--- src/hdl/fln_pkg.sv ---
`timescale 1ns / 1ps
`default_nettype none

package fln_pkg;

	// Name positions never exceed 255, so one byte covers every store size
	typedef logic [7:0] pos_t;

	localparam int CHARS_PER_ENTRY = 13;

	// Byte offsets of the low character bytes inside a long-name entry
	localparam logic [4:0] CHAR_OFFSETS [CHARS_PER_ENTRY] = '{
		5'd1, 5'd3, 5'd5, 5'd7, 5'd9, 5'd14, 5'd16, 5'd18, 5'd20, 5'd22, 5'd24, 5'd28, 5'd30
	};

	// Result kinds
	localparam logic [1:0] KIND_LONG  = 2'd0;
	localparam logic [1:0] KIND_SHORT = 2'd1;
	localparam logic [1:0] KIND_END   = 2'd2;
	localparam logic [1:0] KIND_CHAR  = 2'd3;

	// Directory byte codes
	localparam logic [7:0] CH_SPACE     = 8'h20;
	localparam logic [7:0] CH_DOT       = 8'h2E;
	localparam logic [7:0] MARK_FREE    = 8'h00;
	localparam logic [7:0] MARK_DELETED = 8'hE5;
	localparam logic [3:0] ATTR_LFN     = 4'hF;
	localparam logic [2:0] SEQ_START    = 3'b010;

	// Entry layout
	localparam logic [4:0] ENTRY_LAST       = 5'd31;
	localparam logic [4:0] POS_ATTR         = 5'd11;
	localparam logic [4:0] POS_CHECKSUM     = 5'd13;
	localparam logic [4:0] POS_SIZE0        = 5'd28;
	localparam logic [4:0] POS_SIZE1        = 5'd29;
	localparam logic [4:0] POS_SIZE2        = 5'd30;
	localparam logic [4:0] POS_EXT          = 5'd8;
	localparam logic [4:0] POS_SHORT_LAST   = 5'd10;
	localparam logic [3:0] SHORT_NAME_BYTES = 4'd11;
	localparam logic [3:0] SHORT_EXT_START  = 4'd8;
	localparam logic [3:0] SHORT_MAX_LEN    = 4'd12;

	// Name-store engine operations
	typedef enum logic [1:0] {
		ENG_IDLE,
		ENG_LONG,
		ENG_MOVE,
		ENG_SHORT
	} eng_state_t;

	typedef struct packed {
		logic       go;
		eng_state_t op;
		logic       bank;
		pos_t       base;
		pos_t       count;
		logic       dot;
		logic [3:0] dot_pos;
	} eng_job_t;

	typedef struct packed {
		logic       en;
		logic [5:0] addr;
	} ent_rd_t;

	typedef struct packed {
		logic en;
		pos_t addr;
	} name_rd_t;

	typedef struct packed {
		logic       en;
		pos_t       addr;
		logic [7:0] data;
	} name_wr_t;

endpackage

`default_nettype wire

--- src/hdl/fln_ram.sv ---
`timescale 1ns / 1ps
`default_nettype none

module fln_ram #(
	parameter int WIDTH = 8,
	parameter int DEPTH = 64
) (
	input  logic                     clk,
	input  logic                     we,
	input  logic [$clog2(DEPTH)-1:0] waddr,
	input  logic [WIDTH-1:0]         wdata,
	input  logic                     re,
	input  logic [$clog2(DEPTH)-1:0] raddr,
	output logic [WIDTH-1:0]         rdata
);

	logic [WIDTH-1:0] mem [DEPTH];

	// Write port and registered read port
	always_ff @(posedge clk) begin
		if (we) begin
			mem[waddr] <= wdata;
		end
		if (re) begin
			rdata <= mem[raddr];
		end
	end

endmodule

`default_nettype wire

--- src/hdl/fln_engine.sv ---
`timescale 1ns / 1ps
`default_nettype none

module fln_engine (
	input  logic              clk,
	input  logic              arst_n,
	input  fln_pkg::eng_job_t job,
	output logic              busy,
	output fln_pkg::ent_rd_t  ent_rd,
	input  logic [7:0]        ent_data,
	output fln_pkg::name_rd_t name_rd,
	input  logic [7:0]        name_data,
	output fln_pkg::name_wr_t name_wr
);

	import fln_pkg::*;

	eng_state_t state_q, state_d;
	pos_t       cnt_q, cnt_d;
	logic       bank_q;
	pos_t       base_q;
	pos_t       count_q;
	logic       dot_q;
	logic [3:0] dot_pos_q;
	logic [3:0] wptr_q, wptr_d;

	logic       issue;
	pos_t       issue_addr;

	logic       wr_vld_s1;
	eng_state_t wr_op_s1;
	pos_t       wr_addr_s1;
	logic [3:0] wr_idx_s1;

	logic       ext;

	// Hold the job parameters for the whole sweep
	always_ff @(posedge clk) begin
		if (job.go && state_q == ENG_IDLE) begin
			bank_q    <= job.bank;
			base_q    <= job.base;
			count_q   <= job.count;
			dot_q     <= job.dot;
			dot_pos_q <= job.dot_pos;
		end
	end

	// Sequencer state
	always_ff @(posedge clk or negedge arst_n) begin
		if (!arst_n) begin
			state_q <= ENG_IDLE;
			cnt_q   <= '0;
		end else begin
			state_q <= state_d;
			cnt_q   <= cnt_d;
		end
	end

	// Issue at most one memory read per step and advance
	always_comb begin
		state_d    = state_q;
		cnt_d      = cnt_q;
		ent_rd     = '0;
		name_rd    = '0;
		issue      = 1'b0;
		issue_addr = '0;
		case (state_q)
			ENG_IDLE: begin
				if (job.go) begin
					state_d = job.op;
					cnt_d   = '0;
				end
			end
			ENG_LONG: begin
				ent_rd.en   = 1'b1;
				ent_rd.addr = {bank_q, CHAR_OFFSETS[cnt_q[3:0]]};
				issue       = 1'b1;
				issue_addr  = base_q + cnt_q;
				cnt_d       = cnt_q + 8'd1;
				if (cnt_q == pos_t'(CHARS_PER_ENTRY - 1)) begin
					state_d = ENG_IDLE;
				end
			end
			ENG_MOVE: begin
				name_rd.en   = 1'b1;
				name_rd.addr = base_q + cnt_q;
				issue        = 1'b1;
				issue_addr   = cnt_q;
				cnt_d        = cnt_q + 8'd1;
				if (cnt_q == count_q - 8'd1) begin
					state_d = ENG_IDLE;
				end
			end
			ENG_SHORT: begin
				// The final step reads nothing and places the dot
				ent_rd.en   = (cnt_q[3:0] != SHORT_NAME_BYTES);
				ent_rd.addr = {bank_q, cnt_q[4:0]};
				issue       = 1'b1;
				cnt_d       = cnt_q + 8'd1;
				if (cnt_q[3:0] == SHORT_NAME_BYTES) begin
					state_d = ENG_IDLE;
				end
			end
			default: begin
				state_d = ENG_IDLE;
			end
		endcase
	end

	// Write stage: read data arrives in the cycle after issue
	always_ff @(posedge clk or negedge arst_n) begin
		if (!arst_n) begin
			wr_vld_s1 <= 1'b0;
		end else begin
			wr_vld_s1 <= issue;
		end
	end

	always_ff @(posedge clk) begin
		wr_op_s1   <= state_q;
		wr_addr_s1 <= issue_addr;
		wr_idx_s1  <= cnt_q[3:0];
	end

	always_ff @(posedge clk) begin
		wptr_q <= wptr_d;
	end

	assign ext = (wr_idx_s1 >= SHORT_EXT_START) && dot_q;

	// Drive the name-store write port
	always_comb begin
		name_wr = '0;
		wptr_d  = wptr_q;
		if (job.go && state_q == ENG_IDLE) begin
			wptr_d = '0;
		end
		if (wr_vld_s1) begin
			case (wr_op_s1)
				ENG_LONG: begin
					name_wr.en   = 1'b1;
					name_wr.addr = wr_addr_s1;
					name_wr.data = ent_data;
				end
				ENG_MOVE: begin
					name_wr.en   = 1'b1;
					name_wr.addr = wr_addr_s1;
					name_wr.data = name_data;
				end
				ENG_SHORT: begin
					if (wr_idx_s1 == SHORT_NAME_BYTES) begin
						name_wr.en   = dot_q;
						name_wr.addr = pos_t'(dot_pos_q);
						name_wr.data = CH_DOT;
					end else begin
						name_wr.en   = (ent_data != CH_SPACE);
						name_wr.addr = pos_t'(wptr_q) + pos_t'(ext);
						name_wr.data = ent_data;
						if (ent_data != CH_SPACE) begin
							wptr_d = wptr_q + 4'd1;
						end
					end
				end
				default: begin
					name_wr = '0;
				end
			endcase
		end
	end

	assign busy = (state_q != ENG_IDLE) || wr_vld_s1;

	// A move never reads the entry it writes in the same cycle
	a_move_no_overlap: assert property (@(posedge clk) disable iff (!arst_n)
		name_rd.en && name_wr.en |-> name_rd.addr != name_wr.addr)
		else $error("name store read and write collide");

	// A new job only arrives once the previous sweep has drained
	a_go_when_idle: assert property (@(posedge clk) disable iff (!arst_n)
		job.go |-> !busy)
		else $error("engine job started while busy");

endmodule

`default_nettype wire

--- src/hdl/fat_long_name_directory_parser.sv ---
`timescale 1ns / 1ps
`default_nettype none

// FAT long-name directory parser.
// Input channel (in_valid/in_ready): action 0 feeds one directory byte,
// action 1 asks for one character of the current name by char_index.
// Output channel (out_valid/out_ready): found long name, found short name,
// end of directory, or one name character.
// Directory bytes transfer at one per cycle. The byte that closes a 32-byte
// entry is held off while the name-store engine still works on the previous
// entry: copying a long-name entry's characters, writing a short name, or,
// after a long name is reported, moving it through the single write port of
// the name store. Character reads are held off while that engine runs, then
// transfer one per cycle while the receiver keeps up.
// A result passes through the result stage, which waits for the registered
// name-store read, and then the output register.
// A stalled receiver fills the output register and then the stage before it;
// the input keeps taking bytes that close no entry.
// Reset clears the entry position and the chain state. The name store gets
// no clearing pass: characters never written read as whatever it holds.
module fat_long_name_directory_parser #(
	parameter int NAME_STORE_LEN = 130
) (
	input  logic        clk,
	input  logic        arst_n,
	input  logic        in_valid,
	output logic        in_ready,
	input  logic        action,
	input  logic [7:0]  stream_byte,
	input  logic [7:0]  char_index,
	output logic        out_valid,
	input  logic        out_ready,
	output logic [1:0]  kind,
	output logic [7:0]  name_length,
	output logic [7:0]  attributes,
	output logic [31:0] file_size,
	output logic [7:0]  name_char
);

	import fln_pkg::*;

	localparam int   NAW   = $clog2(NAME_STORE_LEN);
	localparam pos_t LEN_P = pos_t'(NAME_STORE_LEN);
	localparam pos_t CPE_P = pos_t'(CHARS_PER_ENTRY);

	// Entry gathering
	logic [4:0] pos_q;
	logic       wbank_q;
	logic [7:0] first_q, attr_q, ck13_q, sz0_q, sz1_q, sz2_q, sum_q;
	logic [3:0] sl_q, dot_pos_q;
	logic       dot_q;
	logic       nonsp;

	// Chain and name state
	logic       act_q, act_d;
	logic [7:0] seq_q, seq_d;
	logic [7:0] cks_q, cks_d;
	pos_t       ns_q, ns_d;
	logic       long_q, long_d;
	logic [3:0] slen_q, slen_d;
	pos_t       cur_len;

	// Handshake
	logic in_acc, fin_acc, rd_acc;
	logic s1_can_load, out_can_load, s1_adv;

	// Result of a closing entry
	logic        res_vld;
	logic [1:0]  res_kind;
	pos_t        res_len;
	logic [7:0]  res_attr;
	logic [31:0] res_size;

	// Result stage and output register
	logic        vld_s1, hit_s1;
	logic [1:0]  kind_s1;
	logic [7:0]  len_s1, attr_s1;
	logic [31:0] size_s1;
	logic        out_vld_q;
	logic [1:0]  kind_q;
	logic [7:0]  len_q, attr_q2, char_q;
	logic [31:0] size_q;

	// Engine and memories
	eng_job_t   job;
	logic       eng_busy;
	ent_rd_t    ent_rd;
	name_rd_t   eng_nrd;
	name_wr_t   name_wr;
	logic [7:0] ent_data, name_data;
	logic       nrd_en;
	logic [NAW-1:0] nrd_addr;

	assign out_can_load = !out_vld_q || out_ready;
	assign s1_can_load  = !vld_s1 || out_can_load;
	assign s1_adv       = vld_s1 && out_can_load;

	// Bytes that close no entry always transfer
	assign in_ready = (!action && pos_q != ENTRY_LAST) || (!eng_busy && s1_can_load);
	assign in_acc   = in_valid && in_ready;
	assign fin_acc  = in_acc && !action && pos_q == ENTRY_LAST;
	assign rd_acc   = in_acc && action;
	assign nonsp    = (stream_byte != CH_SPACE);

	// Advance the entry position and switch banks at each closing byte
	always_ff @(posedge clk or negedge arst_n) begin
		if (!arst_n) begin
			pos_q   <= '0;
			wbank_q <= 1'b0;
		end else if (in_acc && !action) begin
			pos_q <= pos_q + 5'd1;
			if (pos_q == ENTRY_LAST) begin
				wbank_q <= !wbank_q;
			end
		end
	end

	// Capture header fields, running checksum and short-name length
	always_ff @(posedge clk) begin
		if (in_acc && !action) begin
			if (pos_q == '0) begin
				first_q <= stream_byte;
				sum_q   <= stream_byte;
				sl_q    <= 4'(nonsp);
			end else if (pos_q <= POS_SHORT_LAST) begin
				sum_q <= {sum_q[0], sum_q[7:1]} + stream_byte;
				if (pos_q == POS_EXT) begin
					dot_pos_q <= sl_q;
					dot_q     <= nonsp;
					sl_q      <= sl_q + (nonsp ? 4'd2 : 4'd0);
				end else begin
					sl_q <= sl_q + 4'(nonsp);
				end
			end
			case (pos_q)
				POS_ATTR:     attr_q <= stream_byte;
				POS_CHECKSUM: ck13_q <= stream_byte;
				POS_SIZE0:    sz0_q  <= stream_byte;
				POS_SIZE1:    sz1_q  <= stream_byte;
				POS_SIZE2:    sz2_q  <= stream_byte;
				default:      ;
			endcase
		end
	end

	// Decide what a closing entry does to the chain and the name
	always_comb begin
		act_d    = act_q;
		seq_d    = seq_q;
		cks_d    = cks_q;
		ns_d     = ns_q;
		long_d   = long_q;
		slen_d   = slen_q;
		job      = '0;
		job.op   = ENG_IDLE;
		job.bank = wbank_q;
		res_vld  = 1'b0;
		res_kind = KIND_END;
		res_len  = '0;
		res_attr = '0;
		res_size = '0;
		if (fin_acc) begin
			if (attr_q[3:0] == ATTR_LFN) begin
				if (!act_q) begin
					// Start a chain and place its first characters at the top
					if (first_q[7:5] == SEQ_START) begin
						seq_d    = {3'b000, first_q[4:0]};
						cks_d    = ck13_q;
						act_d    = 1'b1;
						long_d   = 1'b1;
						ns_d     = LEN_P - CPE_P;
						job.go   = 1'b1;
						job.op   = ENG_LONG;
						job.base = LEN_P - CPE_P;
					end
				end else begin
					seq_d = seq_q - 8'd1;
					if (first_q != seq_d || cks_q != ck13_q) begin
						act_d = 1'b0;
					end else if (ns_q >= CPE_P) begin
						ns_d     = ns_q - CPE_P;
						job.go   = 1'b1;
						job.op   = ENG_LONG;
						job.base = ns_q - CPE_P;
					end
				end
			end else if (!attr_q[3] && first_q != MARK_DELETED && first_q != MARK_FREE &&
					first_q != CH_DOT) begin
				act_d    = 1'b0;
				res_vld  = 1'b1;
				res_attr = attr_q;
				res_size = {stream_byte, sz2_q, sz1_q, sz0_q};
				if (act_q && sum_q == cks_q && seq_q == 8'd1) begin
					// Report the long name and move it to the bottom of the store
					res_kind = KIND_LONG;
					res_len  = LEN_P - ns_q;
					long_d   = 1'b1;
					if (ns_q != '0 && ns_q != LEN_P) begin
						job.go    = 1'b1;
						job.op    = ENG_MOVE;
						job.base  = ns_q;
						job.count = LEN_P - ns_q;
					end
				end else begin
					res_kind    = KIND_SHORT;
					res_len     = pos_t'(sl_q);
					long_d      = 1'b0;
					slen_d      = sl_q;
					job.go      = 1'b1;
					job.op      = ENG_SHORT;
					job.dot     = dot_q;
					job.dot_pos = dot_pos_q;
				end
			end else begin
				act_d = 1'b0;
				if (first_q == MARK_FREE) begin
					long_d   = 1'b0;
					slen_d   = '0;
					res_vld  = 1'b1;
					res_kind = KIND_END;
				end
			end
		end
	end

	always_ff @(posedge clk or negedge arst_n) begin
		if (!arst_n) begin
			act_q  <= 1'b0;
			seq_q  <= '0;
			cks_q  <= '0;
			ns_q   <= LEN_P;
			long_q <= 1'b0;
			slen_q <= '0;
		end else begin
			act_q  <= act_d;
			seq_q  <= seq_d;
			cks_q  <= cks_d;
			ns_q   <= ns_d;
			long_q <= long_d;
			slen_q <= slen_d;
		end
	end

	assign cur_len = long_q ? (LEN_P - ns_q) : pos_t'(slen_q);

	// Entry memory: two banks, one filling while the engine reads the other
	fln_ram #(
		.WIDTH(8),
		.DEPTH(64)
	) u_entry_ram (
		.clk  (clk),
		.we   (in_acc && !action),
		.waddr({wbank_q, pos_q}),
		.wdata(stream_byte),
		.re   (ent_rd.en),
		.raddr(ent_rd.addr),
		.rdata(ent_data)
	);

	// Name store read port: the engine's move or a character read
	assign nrd_en   = eng_nrd.en || rd_acc;
	assign nrd_addr = eng_nrd.en ? eng_nrd.addr[NAW-1:0] : char_index[NAW-1:0];

	fln_ram #(
		.WIDTH(8),
		.DEPTH(NAME_STORE_LEN)
	) u_name_ram (
		.clk  (clk),
		.we   (name_wr.en),
		.waddr(name_wr.addr[NAW-1:0]),
		.wdata(name_wr.data),
		.re   (nrd_en),
		.raddr(nrd_addr),
		.rdata(name_data)
	);

	fln_engine u_engine (
		.clk      (clk),
		.arst_n   (arst_n),
		.job      (job),
		.busy     (eng_busy),
		.ent_rd   (ent_rd),
		.ent_data (ent_data),
		.name_rd  (eng_nrd),
		.name_data(name_data),
		.name_wr  (name_wr)
	);

	// Result stage: waits for the registered name-store read
	always_ff @(posedge clk or negedge arst_n) begin
		if (!arst_n) begin
			vld_s1 <= 1'b0;
		end else if (rd_acc || res_vld) begin
			vld_s1 <= 1'b1;
		end else if (s1_adv) begin
			vld_s1 <= 1'b0;
		end
	end

	always_ff @(posedge clk) begin
		if (rd_acc) begin
			kind_s1 <= KIND_CHAR;
			len_s1  <= '0;
			attr_s1 <= '0;
			size_s1 <= '0;
			hit_s1  <= (char_index < cur_len);
		end else if (res_vld) begin
			kind_s1 <= res_kind;
			len_s1  <= res_len;
			attr_s1 <= res_attr;
			size_s1 <= res_size;
			hit_s1  <= 1'b0;
		end
	end

	// Output register
	always_ff @(posedge clk or negedge arst_n) begin
		if (!arst_n) begin
			out_vld_q <= 1'b0;
		end else if (out_can_load) begin
			out_vld_q <= vld_s1;
		end
	end

	always_ff @(posedge clk) begin
		if (s1_adv) begin
			kind_q  <= kind_s1;
			len_q   <= len_s1;
			attr_q2 <= attr_s1;
			size_q  <= size_s1;
			char_q  <= hit_s1 ? name_data : 8'd0;
		end
	end

	assign out_valid   = out_vld_q;
	assign kind        = kind_q;
	assign name_length = len_q;
	assign attributes  = attr_q2;
	assign file_size   = size_q;
	assign name_char   = char_q;

	// A pending character read must not see the engine rewrite the store
	a_read_engine_idle: assert property (@(posedge clk) disable iff (!arst_n)
		vld_s1 && kind_s1 == KIND_CHAR |-> !eng_busy)
		else $error("character read pending while engine busy");

	a_name_start_range: assert property (@(posedge clk) disable iff (!arst_n)
		ns_q <= LEN_P)
		else $error("name start beyond store");

	a_short_len_range: assert property (@(posedge clk) disable iff (!arst_n)
		fin_acc && !long_d |=> slen_q <= SHORT_MAX_LEN)
		else $error("short name length out of range");

endmodule

`default_nettype wire

--- config.mk ---
export PLATFORM = sky130hd
export DESIGN_NAME = fat_long_name_directory_parser
export DESIGN_NICKNAME = d
export VERILOG_FILES = /design/src/hdl/fln_pkg.sv /design/src/hdl/fln_ram.sv /design/src/hdl/fln_engine.sv /design/src/hdl/fat_long_name_directory_parser.sv
export SDC_FILE = /design/constraint.sdc
export NUM_CORES = 2
export LEC_CHECK = 0
export ABC_AREA = 1
export BUFFER_PORTS_ARGS = -buffer_cell sky130_fd_sc_hd__buf_4
export CORE_ASPECT_RATIO = 2
export CORE_MARGIN = 2
export CORE_UTILIZATION = 40
export CTS_BUF_LIST = sky130_fd_sc_hd__clkbuf_8
export DETAILED_ROUTE_END_ITERATION = 8
export SLEW_MARGIN = 5
export SYNTH_ARGS = -nofsm -noshare
export SYNTH_HDL_FRONTEND = slang
export SYNTH_SLANG_ARGS = --single-unit
export TNS_END_PERCENT = 10
--- constraint.sdc ---
create_clock -name clk -period 5.6 [get_ports clk]
set_input_delay 0.28 -clock clk [delete_from_list [all_inputs] [get_ports clk]]
set_output_delay 0.28 -clock clk [all_outputs]
set_load 0.02 [all_outputs]
==> flow_metrics.py <==
metrics = {
    "logic_synthesis": {
        "yosysTopAreaCellShare_pct": 68.2,
        "synth-async-reset-ratio_pct": 2.68,
        "synthDistinctLibCells": 59,
        "synth_nets": 6390,
        "ys_seq_area_share_pct": 71.7,
        "netlist_area_um2": 75400,
        "synth_edf_count": 1714,
        "synth_ff_type": "edfxtp_1",
        "synthCells": 6320,
        "postSynthAreaPerCell_um2": 11.9,
        "ys_warn_count": 0,
        "ys_ff_latch": 1831,
        "synth.area.top_cells": "edfxtp_1, nor2_1, o21ai_0, nand3_1, nand2_1",
        "synth_top_area_cell": "edfxtp_1",
    },
    "critical_path": {
        "path_buf_inv": 3,
        "r2r-end": "u_name_ram.rdata[1]",
        "worstPathRequired_ns": 6.34,
        "cp_max_fo": 174,
        "cp.arrival_ns": 5.51,
        "path_common_cell": "nand2_1",
        "crit_path_top_delay_cell": "ha_1",
        "cp_num_cells": 18,
        "rr_worst_depth": 18,
        "cp-start-kind": "flip-flop",
        "r2r_start": "u_engine.state_q[0]",
        "cp-endpoint": "u_name_ram.rdata[1]",
        "crit_type": "reg2reg",
        "crit_path_start": "u_engine.state_q[0]",
        "crit_family": "simple AND/OR/NAND/NOR gates",
        "r2r_slack_ns": 0.83,
        "critical-path-max-stage-delay_ns": 0.72,
        "end_kind": "flip-flop",
        "crit_path_cell_trace": "inv_1 -> ha_1 -> nand2_2 -> nand2_8 -> inv_16 -> buf_12 -> nor2_1 -> nor2_1 -> o21ai_0 -> nand3_1 -> nand2_1 -> nand2_1 -> nand3_1 -> nand3_1 -> nand3_1 -> nand2_1 -> nand2_1 -> nand2_1",
    },
    "placed_design": {
        "io_buffers": 80,
        "place_congestion": 0.908,
        "place_ws_ns": 0.960,
        "dp_hpwl_um": 143000,
    },
    "detailed_routing": {
        "dr.pass1.iters": 7,
        "drt_wl_total_um": 223000,
        "via_per_inst": 5.50,
        "first_iter_violations": 4210,
        "route.detailed.drc": 0,
        "route.vias.total": 50097,
        "antenna_left": 0,
        "wl_per_cell_um": 24.5,
    },
    "power_and_ir_drop": {
        "worst_ir_drop_vdd_v": 0.000180,
        "pwr_density_cell_nw_per_um2": 321,
        "leakagePower_nw": 28.6,
    },
    "timing": {
        "hold_viol_final": 0,
        "setup_violations": 0,
        "setup_ws_ns": 0.829,
        "setup_tns_ns": 0,
        "tightest_slew_ns": 1.20,
        "fin_skew_ns": 0.113,
        "fin_crit_ns": 4.77,
        "whs_ns": 0.156,
        "maxSlewViolCount": 0,
        "fin_crit_sh_pct": 85.2,
        "rsz0062_at_grt": "no",
        "relSlewSlack_pct": 20.0,
        "fmax_mhz": 210,
    },
    "clock_tree": {
        "ctsResizeCount": 0,
        "cts_max_path_buffers": 4,
        "cts_hold_buf": 19,
        "numCtsBuffers": 249,
        "htree_levels": 4,
        "clock-sinks": 1831,
        "clockRootBuffer": "clkbuf_8",
        "clock_latency_ns": 1.00,
        "clk_pin_slew_ns": 0.07,
        "cts_tree": "built",
        "cts_setup_buffers": 0,
    },
    "global_route": {
        "grt_pass1_vias": 49936,
        "grt_pass1_wl_um": 325000,
        "grt_overflow": 0,
        "grt_antenna_before_repair": 13,
        "grt_max_degree": 195,
        "grt_usage_pct": 22.7,
    },
    "outcome": {
        "status": "finished clean",
    },
    "floorplanning": {
        "core-area_um2": 187000,
        "fp-row-count": 225,
        "die_y_um": 618,
        "die_w_um": 311,
        "start_util_pct": 40.2,
        "die_area_um2": 192000,
        "pin_count": 81,
    },
    "hold_path": {
        "hp-class": "in2reg",
    },
    "final_layout": {
        "drive_gt1_share_pct": 8.60,
        "nFillCells": 17365,
        "syn_to_final_growth_pct": 10.5,
        "nets": 6472,
        "final_common_cell": "edfxtp_1",
        "layout_common_cells": "edfxtp_1, nor2_1, o21ai_0",
    },
    "job": {
        "cap_violations": 0,
    },
}
-- tightest hold or removal path, delay by kind of cell --
| family | cells | cell delay, ns |
|---|---|---|
| buffers and inverters | 1 | 0.11 |
| AO/OA/AOI/OAI | 1 | 0.21 |
| AND/OR/NAND/NOR | 4 | 0.39 |
-- routing by layer --
layer,up-vias,global-route usage [%],share of wire (%)
met2,2033,41.2,52
met4,4,18.5,9.1
met3,681,3.02,5.7
li1,22779,-,-
met5,-,0,0.0099
met1,24600,23.2,33
-- worst min-delay path by stage --
stage,startpoint,endpoint,cells past startpoint
2_1_floorplan,arst_n,act_q,0
6_report,char_index[6],u_name_ram.rdata[4],6
3_5_place_dp,arst_n,cks_q[6],1
3_3_place_gp,arst_n,cks_q[2],1
5_1_grt,char_index[6],u_name_ram.rdata[3],6
4_1_cts,char_index[6],u_name_ram.rdata[4],6
-- registers in the layout (all words and copies together), names as in the netlist, 32 cells and up --
signal           flops
size_s1             32
u_name_ram.mem    1040
u_entry_ram.mem    512
file_size           32
-- layout make-up --
cell class	instances	area [um2]	share of cell area [%]
sequential	1831	54100	64.9
multi-input combinational	3835	18600	22.3
clock buffer	258	3550	4.26
tap	2497	3120	3.75
timing repair buffer	194	1800	2.16
inverter	291	1140	1.36
clock inverter	197	1080	1.29
antenna	4	10.0	0.0120
-- stage by stage --
stage               instance area (um2)  utilization, %  power (W)  std cells
floorplan                         75400               -     0.0165       6320
global placement                  78500            41.8     0.0172       8629
detailed placement                78500            41.8     0.0172       8629
CTS                               83300            44.4     0.0269       9103
global route                      83300            44.4     0.0276       9105
finish                            83300            44.4     0.0268       9107
-- cell families (layout without fill, tap and decap cells) --
| kind of cell | after synthesis | in the layout | synth area share (%) |
|---|---|---|---|
| AND/OR/NAND/NOR | 2471 | 2471 | 13.4 |
| flip-flops | 1831 | 1831 | 71.7 |
| AO/OA/AOI/OAI | 1273 | 1273 | 9.61 |
| buffers and inverters | 654 | 940 | 3.91 |
| adder cells (fa/ha/maj) | 49 | 49 | 0.843 |
| XOR/XNOR | 42 | 42 | 0.506 |
| other | 0 | 4 | 0 |
-- cell usage after synthesis (3+ instances only) --
master,number
nor3_1,23
xnor2_1,17
or2_2,14
ha_1,46
o211ai_1,93
a221oi_1,4
fa_1,3
nand3_1,488
nand2_2,14
buf_1,18
a22o_1,30
a21oi_1,69
nor2_2,3
buf_4,47
o221ai_1,99
clkbuf_1,126
inv_1,275
edfxtp_1,1714
buf_6,15
clkbuf_2,20
nor2_1,1338
and3_1,3
dfxtp_1,68
xor2_1,24
o22ai_1,41
nand4_1,23
o21ai_1,88
o21ai_2,4
dfrtp_1,47
o21ai_0,822
inv_2,12
a31oi_1,6
nor4_1,11
buf_2,137
nor3b_1,3
nand2_1,544
-- report_power, final --
group,switching (W),total (W),internal (W),leakage [nW]
Combinational,0.00131,0.00179,0.000484,9.68
Sequential,0.000171,0.0152,0.0150,16.3
Clock,0.00504,0.00977,0.00473,2.65
Total,0.00652,0.0268,0.0202,28.6
Power figures use the tool's default switching activity.
